### src/rtl/core/pe_pkg.sv
// Shared constants, types and helpers for the permutation enumerator.
package pe_pkg;

   localparam int MAX_ELEMENTS = 12;
   localparam int NIBBLE_W     = 4;
   localparam int PERM_W       = MAX_ELEMENTS * NIBBLE_W;
   localparam int RANK_W       = 29;
   localparam int SIZE_W       = 4;

   localparam logic [SIZE_W-1:0] SIZE_RESET = SIZE_W'(4);

   // n! for n = 0..MAX_ELEMENTS
   localparam logic [RANK_W-1:0] FACT_TABLE [0:MAX_ELEMENTS] = '{
      RANK_W'(1),        RANK_W'(1),        RANK_W'(2),         RANK_W'(6),
      RANK_W'(24),       RANK_W'(120),      RANK_W'(720),       RANK_W'(5040),
      RANK_W'(40320),    RANK_W'(362880),   RANK_W'(3628800),   RANK_W'(39916800),
      RANK_W'(479001600)
   };

   // Carry and wrap signals passed from one digit cell to the next
   typedef struct packed {
      logic carry;
      logic at_end;
   } pe_chain_type;

   // One item moving down the build row
   typedef struct packed {
      logic [PERM_W-1:0] seq;
      logic [PERM_W-1:0] digits;
      logic [RANK_W-1:0] rank;
      logic              last;
   } pe_item_type;

   // Clamp the programmed size into 1..MAX_ELEMENTS
   function automatic logic [SIZE_W-1:0] eff_size(input logic [SIZE_W-1:0] raw);
      logic [SIZE_W-1:0] n;
      n = raw;
      if (raw == '0) begin
         n = SIZE_W'(1);
      end else if (raw > SIZE_W'(MAX_ELEMENTS)) begin
         n = SIZE_W'(MAX_ELEMENTS);
      end
      return n;
   endfunction

endpackage

### src/rtl/core/permutation_enumerator.sv
// Top level of the permutation enumerator: digit counter row and build row.
// Each accepted request emits the next permutation of the programmed set size
// (1..12) as packed nibbles, with its rank and a last flag on rank n!-1; the
// count then wraps to rank 0. A request with restart set emits rank 0. The
// block takes one request per clock and gives one response per clock, while
// the response side does not stall: a row of eleven digit cells steps the
// mixed-radix count in the transfer cycle, and a row of eleven registered
// build cells, one per level, rebuilds the permutation. A stall on the
// response side holds the whole build row. Writing the set size clears the
// count; write it only while no request is in flight.
module permutation_enumerator
   import pe_pkg::*;
(
   input  logic              clock,
   input  logic              reset,
   input  logic              csr_wr_en,
   input  logic [SIZE_W-1:0] csr_wr_data,
   input  logic              req_valid,
   output logic              req_ready,
   input  logic              req_restart,
   output logic              rsp_valid,
   input  logic              rsp_ready,
   output logic [PERM_W-1:0] rsp_perm_packed,
   output logic [RANK_W-1:0] rsp_perm_rank,
   output logic              rsp_last
);

   logic [SIZE_W-1:0] set_size_ff;
   logic [SIZE_W-1:0] set_size_in;
   logic [SIZE_W-1:0] eff_n;
   logic [RANK_W-1:0] rank_ff;
   logic [RANK_W-1:0] rank_in;
   logic [RANK_W-1:0] rank_eff;
   logic              advance;
   logic              accept;
   logic              at_end;
   logic [PERM_W-1:0] digits;

   pe_chain_type chain     [1:MAX_ELEMENTS];
   logic         pipe_valid[0:MAX_ELEMENTS-1];
   pe_item_type  pipe_item [0:MAX_ELEMENTS-1];

   // Size register
   assign set_size_in = csr_wr_en ? csr_wr_data : set_size_ff;
   assign eff_n       = eff_size(set_size_ff);

   always_ff @(posedge clock) begin
      if (reset) begin
         set_size_ff <= SIZE_RESET;
      end else begin
         set_size_ff <= set_size_in;
      end
   end

   // Handshake: the whole row moves unless the response register is stuck
   assign advance   = ~pipe_valid[MAX_ELEMENTS-1] | rsp_ready;
   assign req_ready = advance;
   assign accept    = req_valid & advance;

   // Digit counter row, fastest digit at level one
   assign chain[1].carry  = 1'b1;
   assign chain[1].at_end = 1'b1;
   assign digits[NIBBLE_W-1:0] = '0;

   for (genvar g = 1; g < MAX_ELEMENTS; g++) begin : g_digit
      pe_digit_cell u_digit (
         .clock     (clock),
         .reset     (reset),
         .clear     (csr_wr_en),
         .accept    (accept),
         .restart   (req_restart),
         .wrap      (at_end),
         .level     (SIZE_W'(g)),
         .set_size  (eff_n),
         .chain_in  (chain[g]),
         .chain_out (chain[g+1]),
         .digit     (digits[g*NIBBLE_W +: NIBBLE_W])
      );
   end

   assign at_end = chain[MAX_ELEMENTS].at_end;

   // Rank counter
   assign rank_eff = req_restart ? '0 : rank_ff;

   always_comb begin
      rank_in = rank_ff;
      if (csr_wr_en) begin
         rank_in = '0;
      end else if (accept) begin
         rank_in = at_end ? '0 : rank_eff + RANK_W'(1);
      end
   end

   always_ff @(posedge clock) begin
      if (reset) begin
         rank_ff <= '0;
      end else begin
         rank_ff <= rank_in;
      end
   end

   // Feed the build row: start from the single-element list [0]
   assign pipe_valid[0]       = req_valid;
   assign pipe_item[0].seq    = '0;
   assign pipe_item[0].digits = digits;
   assign pipe_item[0].rank   = rank_eff;
   assign pipe_item[0].last   = at_end;

   for (genvar g = 1; g < MAX_ELEMENTS; g++) begin : g_build
      pe_build_cell u_build (
         .clock      (clock),
         .reset      (reset),
         .advance    (advance),
         .level      (SIZE_W'(g)),
         .set_size   (eff_n),
         .prev_valid (pipe_valid[g-1]),
         .prev_item  (pipe_item[g-1]),
         .valid      (pipe_valid[g]),
         .item       (pipe_item[g])
      );
   end

   // Response from the last build cell
   assign rsp_valid       = pipe_valid[MAX_ELEMENTS-1];
   assign rsp_perm_packed = pipe_item[MAX_ELEMENTS-1].seq;
   assign rsp_perm_rank   = pipe_item[MAX_ELEMENTS-1].rank;
   assign rsp_last        = pipe_item[MAX_ELEMENTS-1].last;

   // Checks
   a_wrap_clears_rank: assert property (@(posedge clock) disable iff (reset)
      accept && at_end |=> rank_ff == '0)
      else $error("rank not cleared after last permutation");

   a_last_rank: assert property (@(posedge clock) disable iff (reset)
      rsp_valid && rsp_last |-> rsp_perm_rank == FACT_TABLE[eff_n] - RANK_W'(1))
      else $error("last flag on wrong rank");

   a_head_in_range: assert property (@(posedge clock) disable iff (reset)
      rsp_valid |-> rsp_perm_packed[NIBBLE_W-1:0] < eff_n)
      else $error("first element out of range");

   a_restart_rank: assert property (@(posedge clock) disable iff (reset)
      accept && req_restart |=> pipe_valid[1] && pipe_item[1].rank == '0)
      else $error("restart did not emit rank zero");

   a_stall_blocks: assert property (@(posedge clock) disable iff (reset)
      rsp_valid && !rsp_ready |-> !req_ready)
      else $error("request taken while response stalled");

endmodule

### src/rtl/core/pe_digit_cell.sv
// One mixed-radix counter digit: holds the value prepended at its level.
module pe_digit_cell
   import pe_pkg::*;
(
   input  logic                clock,
   input  logic                reset,
   input  logic                clear,
   input  logic                accept,
   input  logic                restart,
   input  logic                wrap,
   input  logic [SIZE_W-1:0]   level,
   input  logic [SIZE_W-1:0]   set_size,
   input  pe_chain_type        chain_in,
   output pe_chain_type        chain_out,
   output logic [NIBBLE_W-1:0] digit
);

   logic [NIBBLE_W-1:0] digit_ff;
   logic [NIBBLE_W-1:0] digit_in;
   logic                active;
   logic                at_max;

   // Digit seen by the current transfer, zeroed on restart
   assign digit  = restart ? '0 : digit_ff;
   assign active = level < set_size;
   assign at_max = digit == level;

   // Hand carry and wrap state to the next slower digit
   assign chain_out.carry  = chain_in.carry & at_max;
   assign chain_out.at_end = chain_in.at_end & (at_max | ~active);

   // Advance: clear or wrap zeroes, carry steps or rolls over, otherwise hold
   always_comb begin
      digit_in = digit_ff;
      if (clear) begin
         digit_in = '0;
      end else if (accept) begin
         if (wrap) begin
            digit_in = '0;
         end else if (chain_in.carry) begin
            digit_in = at_max ? '0 : digit + NIBBLE_W'(1);
         end else begin
            digit_in = digit;
         end
      end
   end

   always_ff @(posedge clock) begin
      if (reset) begin
         digit_ff <= '0;
      end else begin
         digit_ff <= digit_in;
      end
   end

endmodule

### src/rtl/core/pe_build_cell.sv
// One build stage: prepends its level's digit and substitutes the old value.
module pe_build_cell
   import pe_pkg::*;
(
   input  logic              clock,
   input  logic              reset,
   input  logic              advance,
   input  logic [SIZE_W-1:0] level,
   input  logic [SIZE_W-1:0] set_size,
   input  logic              prev_valid,
   input  pe_item_type       prev_item,
   output logic              valid,
   output pe_item_type       item
);

   logic                valid_ff;
   logic                valid_in;
   pe_item_type         item_ff;
   pe_item_type         item_in;
   logic [NIBBLE_W-1:0] d;
   logic [NIBBLE_W-1:0] v;

   // Prepend the digit; any old copy of it becomes the level value
   always_comb begin
      d       = prev_item.digits[level*NIBBLE_W +: NIBBLE_W];
      v       = '0;
      item_in = prev_item;
      if (level < set_size) begin
         item_in.seq[NIBBLE_W-1:0] = d;
         for (int k = 1; k < MAX_ELEMENTS; k++) begin
            if (k <= int'(level)) begin
               v = prev_item.seq[(k-1)*NIBBLE_W +: NIBBLE_W];
               item_in.seq[k*NIBBLE_W +: NIBBLE_W] = (v == d) ? level : v;
            end
         end
      end
      valid_in = advance ? prev_valid : valid_ff;
   end

   always_ff @(posedge clock) begin
      if (reset) begin
         valid_ff <= 1'b0;
      end else begin
         valid_ff <= valid_in;
      end
   end

   // Payload moves only when the row advances
   always_ff @(posedge clock) begin
      if (advance) begin
         item_ff <= item_in;
      end
   end

   assign valid = valid_ff;
   assign item  = item_ff;

endmodule
### config.mk
export PLATFORM = sky130hd
export DESIGN_NAME = permutation_enumerator
export DESIGN_NICKNAME = d
export VERILOG_FILES = /design/src/rtl/core/pe_pkg.sv /design/src/rtl/core/permutation_enumerator.sv /design/src/rtl/core/pe_digit_cell.sv /design/src/rtl/core/pe_build_cell.sv
export SDC_FILE = /design/constraint.sdc
export NUM_CORES = 2
export LEC_CHECK = 0
export BUFFER_PORTS_ARGS = -buffer_cell sky130_fd_sc_hd__buf_2
export CORE_AREA = 2 2 190 379
export CTS_BUF_LIST = sky130_fd_sc_hd__clkbuf_4 sky130_fd_sc_hd__clkbuf_8
export CTS_CLUSTER_SIZE = 30
export DETAILED_ROUTE_END_ITERATION = 10
export DIE_AREA = 0 0 192 381
export GPL_ROUTABILITY_DRIVEN = 0
export PLACE_DENSITY = 0.69
export SYNTH_ARGS = -nofsm -noshare
export SYNTH_HDL_FRONTEND = slang
export SYNTH_SLANG_ARGS = --single-unit
### constraint.sdc
create_clock -name clock -period 71.8 [get_ports clock]
set_input_delay 7.18 -clock clock [delete_from_list [all_inputs] [get_ports clock]]
set_output_delay 7.18 -clock clock [all_outputs]
set_load 0.03 [all_outputs]
* After elaboration in Yosys (flattened, before gate mapping)
Index checks and enable logic that the tools add are counted.
Word-level totals: register bits after elaboration 1346, input port bits 10, output and inout port bits 80
Operators by class: $add $sub $neg 12, $lt $le $gt $ge 12, equality and inequality tests 76, multiplexer cells 123, bitwise operators 44, reductions and logical operators 3
Operators by type and width (number):
- 4-bit 2-to-1 mux | 110
- 4-bit equality test | 65
- 29-bit 2-to-1 mux | 2
- 48-bit 2-to-1 mux | 1
- 4-bit by 1-bit adder with 4-bit output (second input constant) | 11
- 44-bit 2-to-1 mux | 1
- 40-bit 2-to-1 mux | 1
- 36-bit 2-to-1 mux | 1
- 32-bit 2-to-1 mux | 1
- 29-bit by 1-bit adder with 29-bit output (second input constant) | 1
- 28-bit 2-to-1 mux | 1
- 24-bit 2-to-1 mux | 1
- 1-bit bitwise AND | 20
- 20-bit 2-to-1 mux | 1
- 4-bit by 3-bit equality test with 1-bit output (second input constant) | 4
- 4-bit equality test (second input constant) | 4
- 3-bit by 4-bit less-than comparator with 1-bit output (first input constant) | 4
- 4-bit less-than comparator (first input constant) | 4
- 16-bit 2-to-1 mux | 1
- 12-bit 2-to-1 mux | 1
- 1-bit NOT | 12
- 1-bit bitwise OR | 12
- 4-bit by 2-bit equality test with 1-bit output (second input constant) | 2
- 4-bit logical NOT | 2
- other kinds (6) | 7

* Depth between registers and ports, before layout
word-level depth 17, mapped depth 16, mapped depth without buffers 10

* By module
A second synthesis with hierarchy kept.
Unflattened totals: cells, all modules 5508, area, all modules 72195.5 sq um
By module, submodules not included:
- pe_build_cell | times used 11, cells an instance 417, area an instance 5894.4 sq um
- pe_digit_cell | times used 11, cells an instance 59, area an instance 475.5 sq um
- permutation_enumerator | times used 1, cells an instance 272, area an instance 2127.0 sq um

* Worst setup path after synthesis
No wires, ideal clock.
kind input-to-output, from in rsp_ready, to out req_ready, data arrival time 30.571 ns, path slack 34.049 ns, stages on the path 3, path buffers 1, path through nor2b_1 inv_1 clkbuf_1
Between the ends: word-level cells in the longest chain between the ends 1
RTL lines:
- from (decl) | line permutation_enumerator.sv:22 | input logic rsp_ready,
- 1-bit bitwise OR | line permutation_enumerator.sv:56 | assign advance = ~pipe_valid[MAX_ELEMENTS-1] | rsp_ready;
- to (decl) | line permutation_enumerator.sv:19 | output logic req_ready,
Every way passes these cells.

* Worst setup path in the final report
Same ends and word-level chain as after synthesis.

==> impl_metrics.py <==
metrics = {
    "routing": {
        "avgRoutedWirePerCell_um": 18.1,
        "drt_iter0_markers": 1484,
        "vias_per_cell": 5.59,
        "drc": 0,
        "drt_wl_total_mm": 64.5,
        "ant_nets": 0,
        "vias": 19900,
        "firstDrtPassIters": 6,
    },
    "grt": {
        "grt_pass1_vias": 19600,
        "antenna_found_initial": 1,
        "grt_pass1_wl_mm": 103,
        "grt_max_degree": 131,
        "gr-total-overflow": 0,
        "grt_usage": 0.179,
    },
    "clock_tree": {
        "cts_buffer_depth": 3,
        "cts_resized": 0,
        "clockRootBuffer": "clkbuf_8",
        "postCtsHoldBufs": 0,
        "insertion_delay_ns": 0.77,
        "cts_tree": "built",
        "cts_buffers": 121,
        "clk_pin_slew_ns": 0.07,
        "clkSinkCount": 935,
        "postCtsSetupRepairBufs": 0,
        "htreeDepth": 3,
    },
    "finish": {
        "final_area_sq_um": 40800,
        "seqCellArea_sq_um": 27200,
        "nets": 2581,
        "syn_to_final_growth_pct": 10.6,
        "drive_above_1_share": 0.138,
        "multi_input_area_sq_um": 9050,
        "n_fill_cell": 5444,
        "final_cells": 3563,
    },
    "floorplan": {
        "initial_core_util": 0.524,
        "core_area_sq_um": 70400,
        "die_h_um": 381,
        "die_x_um": 192,
        "die_area_sq_um": 73200,
        "io_pins": 90,
        "num_rows": 138,
    },
    "run_status": {
        "outcome": "finished, final reports clean",
    },
    "sta": {
        "hold_viol": 0,
        "tightestPinTransition_ns": 1.24,
        "fin_crit_sh": 0.223,
        "slew_viol_final": 0,
        "period_needed_ns": 15.98,
        "fin_tns_setup_ns": 0,
        "rsz0062_at_grt": "no",
        "max_freq_ghz": 0.0626,
        "skew_ns": 0.0345,
        "setup_viol": 0,
        "relSlewSlack": 0.176,
    },
    "place": {
        "placed_area_sq_um": 38300,
        "placedCellCount": 3340,
        "hpwl_mm": 40.8,
        "io_buffer_count": 89,
    },
    "yosys": {
        "synth_fp_nets": 2460,
        "yosysSeqAreaShare": 0.737,
        "synth_cell_types": 76,
        "synthFlopType": "edfxtp_1",
        "synth_edf_count": 847,
        "synth_area_sq_um": 36900,
        "yosysWarnings": 0,
        "ys_async_sr_fraction": 0,
        "avgSynthCellArea_sq_um": 15.2,
        "synthCells": 2432,
        "ys_ff_latch": 935,
    },
    "setup_path": {
        "rrSetupSlack_ns": 67.42,
        "endpoint": "req_ready",
        "r2r-start": "g_build[11].u_build.valid",
        "r2r_end": "g_build[11].u_build.item[80]",
        "critPathMaxFanout": 130,
        "crit_type": "input pin to output port",
        "r2r_cells": 5,
        "cp.required_ns": 64.62,
        "setup.worst_path.end_class": "output port",
        "crit_path_start": "rsp_ready",
        "crit_arrival_ns": 8.80,
        "worstSetupStartpointType": "input pin",
    },
    "hold_path": {
        "hp-class": "flip-flop to flip-flop",
    },
    "flow_run": {
        "max-cap-violations": 0,
    },
    "power": {
        "powerDensity_nw_per_um2": 27.3,
        "ir_worst_vdd_mv": 0.0177,
        "leakagePower_nw": 16.9,
    },
}
## worst max-delay path: stages
cell and delay, ns:
buf_2 0.09, nor2b_1 0.74, inv_8 0.40, buf_2 0.37
## layout make-up
cell class                      count  share of cell area
Multi-Input combinational cell   1323               0.222
Clock buffer                      154              0.0481
Inverter                           57             0.00543
Tap cell                          910              0.0279
Sequential cell                   935               0.667
Clock inverter                     68              0.0139
Antenna cell                        1           0.0000614
Timing Repair Buffer              115              0.0157
## stage by stage
step / total power [mW] / setup slack, ns / hold WS [ns] / utilization
floorplan: 0.697 / 34.05 / 0.400 / -
global placement: 0.720 / 55.75 / 0.400 / 0.543
detailed placement: 0.722 / 55.71 / 0.405 / 0.543
CTS: 1.13 / 55.71 / 0.400 / 0.579
global route: 1.16 / 55.61 / 0.412 / 0.579
finish: 1.11 / 55.82 / 0.397 / 0.579
## cells by family (layout without fill, tap and decap cells)
kind of cell	count (synthesis)	after routing	synth area share
flip-flops	935	935	0.737
adder cells (fa/ha/maj)	18	18	0.00611
AO/OA/AOI/OAI	400	400	0.0855
AND/OR/NAND/NOR	625	625	0.0853
other	0	1	0
XOR/XNOR	261	261	0.0620
multiplexers	19	19	0.00539
buffers and inverters	174	394	0.0184
## how the worst min path moves through the flow
stage	startpoint	end	slack [ns]	cells past startpoint
2_1_floorplan	g_build[9].u_build.item[0]	g_build[10].u_build.item[0]	0.40	0
3_3_place_gp	g_build[10].u_build.item[29]	g_build[11].u_build.item[29]	0.40	0
3_5_place_dp	g_build[9].u_build.item[11]	g_build[10].u_build.item[11]	0.40	0
4_1_cts	g_build[3].u_build.item[69]	g_build[4].u_build.item[69]	0.40	0
5_1_grt	g_build[3].u_build.item[69]	g_build[4].u_build.item[69]	0.41	0
6_report	g_build[6].u_build.item[28]	g_build[7].u_build.item[28]	0.40	0
## registers in the layout, indices dropped and copies added (netlist names)
| register | count |
|---|---|
| g_digit.u_digit.digit_ff | 44 |
| g_build.u_build.item | 847 |
| g_build.u_build.valid | 11 |
| rank_ff | 29 |
| set_size_ff | 4 |
## cells in the final DEF (no fill, tap or decap), types with 16 or more instances in the layout
cell / count
dfxtp_1: 87
o41ai_1: 19
and2_1: 20
ha_1: 18
nor2_1: 126
clkbuf_8: 129
nand3_1: 55
a21oi_1: 39
inv_1: 54
and3_1: 16
xnor2_1: 56
clkinv_2: 26
a22oi_1: 21
o21ai_0: 32
buf_2: 89
o22a_1: 104
a22o_1: 85
clkbuf_4: 25
nand2_1: 189
nor2b_1: 59
nand2b_1: 22
clkinv_1: 25
nor3_1: 18
nand4_1: 20
edfxtp_1: 847
nor4_1: 45
buf_4: 26
o22ai_1: 18
xor2_1: 205
## metal layers
layer	routed length (um)	track usage
met1	27300	0.233
met5	0	0
met3	3260	0.0345
met2	32000	0.294
met4	1960	0.0753
## synth_stat cells (13+ instances only)
library cell  instances  area, sq um
a21oi_1              39          195
a22o_1               85          744
a22oi_1              21          158
a31oi_1              13         81.3
a41oi_1              13          114
and2_1               21          131
and3_1               16          100
buf_1                25         93.8
clkbuf_1             83          312
dfxtp_1              88         1760
edfxtp_1            847        25400
ha_1                 18          225
inv_1                55          206
nand2_1             189          709
nand2b_1             22          138
nand3_1              55          275
nand4_1              20          125
nor2_1              129          484
nor2b_1              59          369
nor3_1               18         90.1
nor4_1               45          282
o21ai_0              33          165
o22a_1              104          911
o22ai_1              18          113
o41ai_1              19          166
or2_2                15         93.8
xnor2_1              56          490
xor2_1              205         1800
## where the power goes
part           total (mW)  switching, mW  leakage, nW  internal (mW)
Sequential          0.640         0.0238         10.9          0.616
Clock               0.402          0.190         1.34          0.212
Combinational      0.0708         0.0387         4.67         0.0321
Total                1.11          0.252         16.9          0.861
Power figures use the tool's default switching activity.
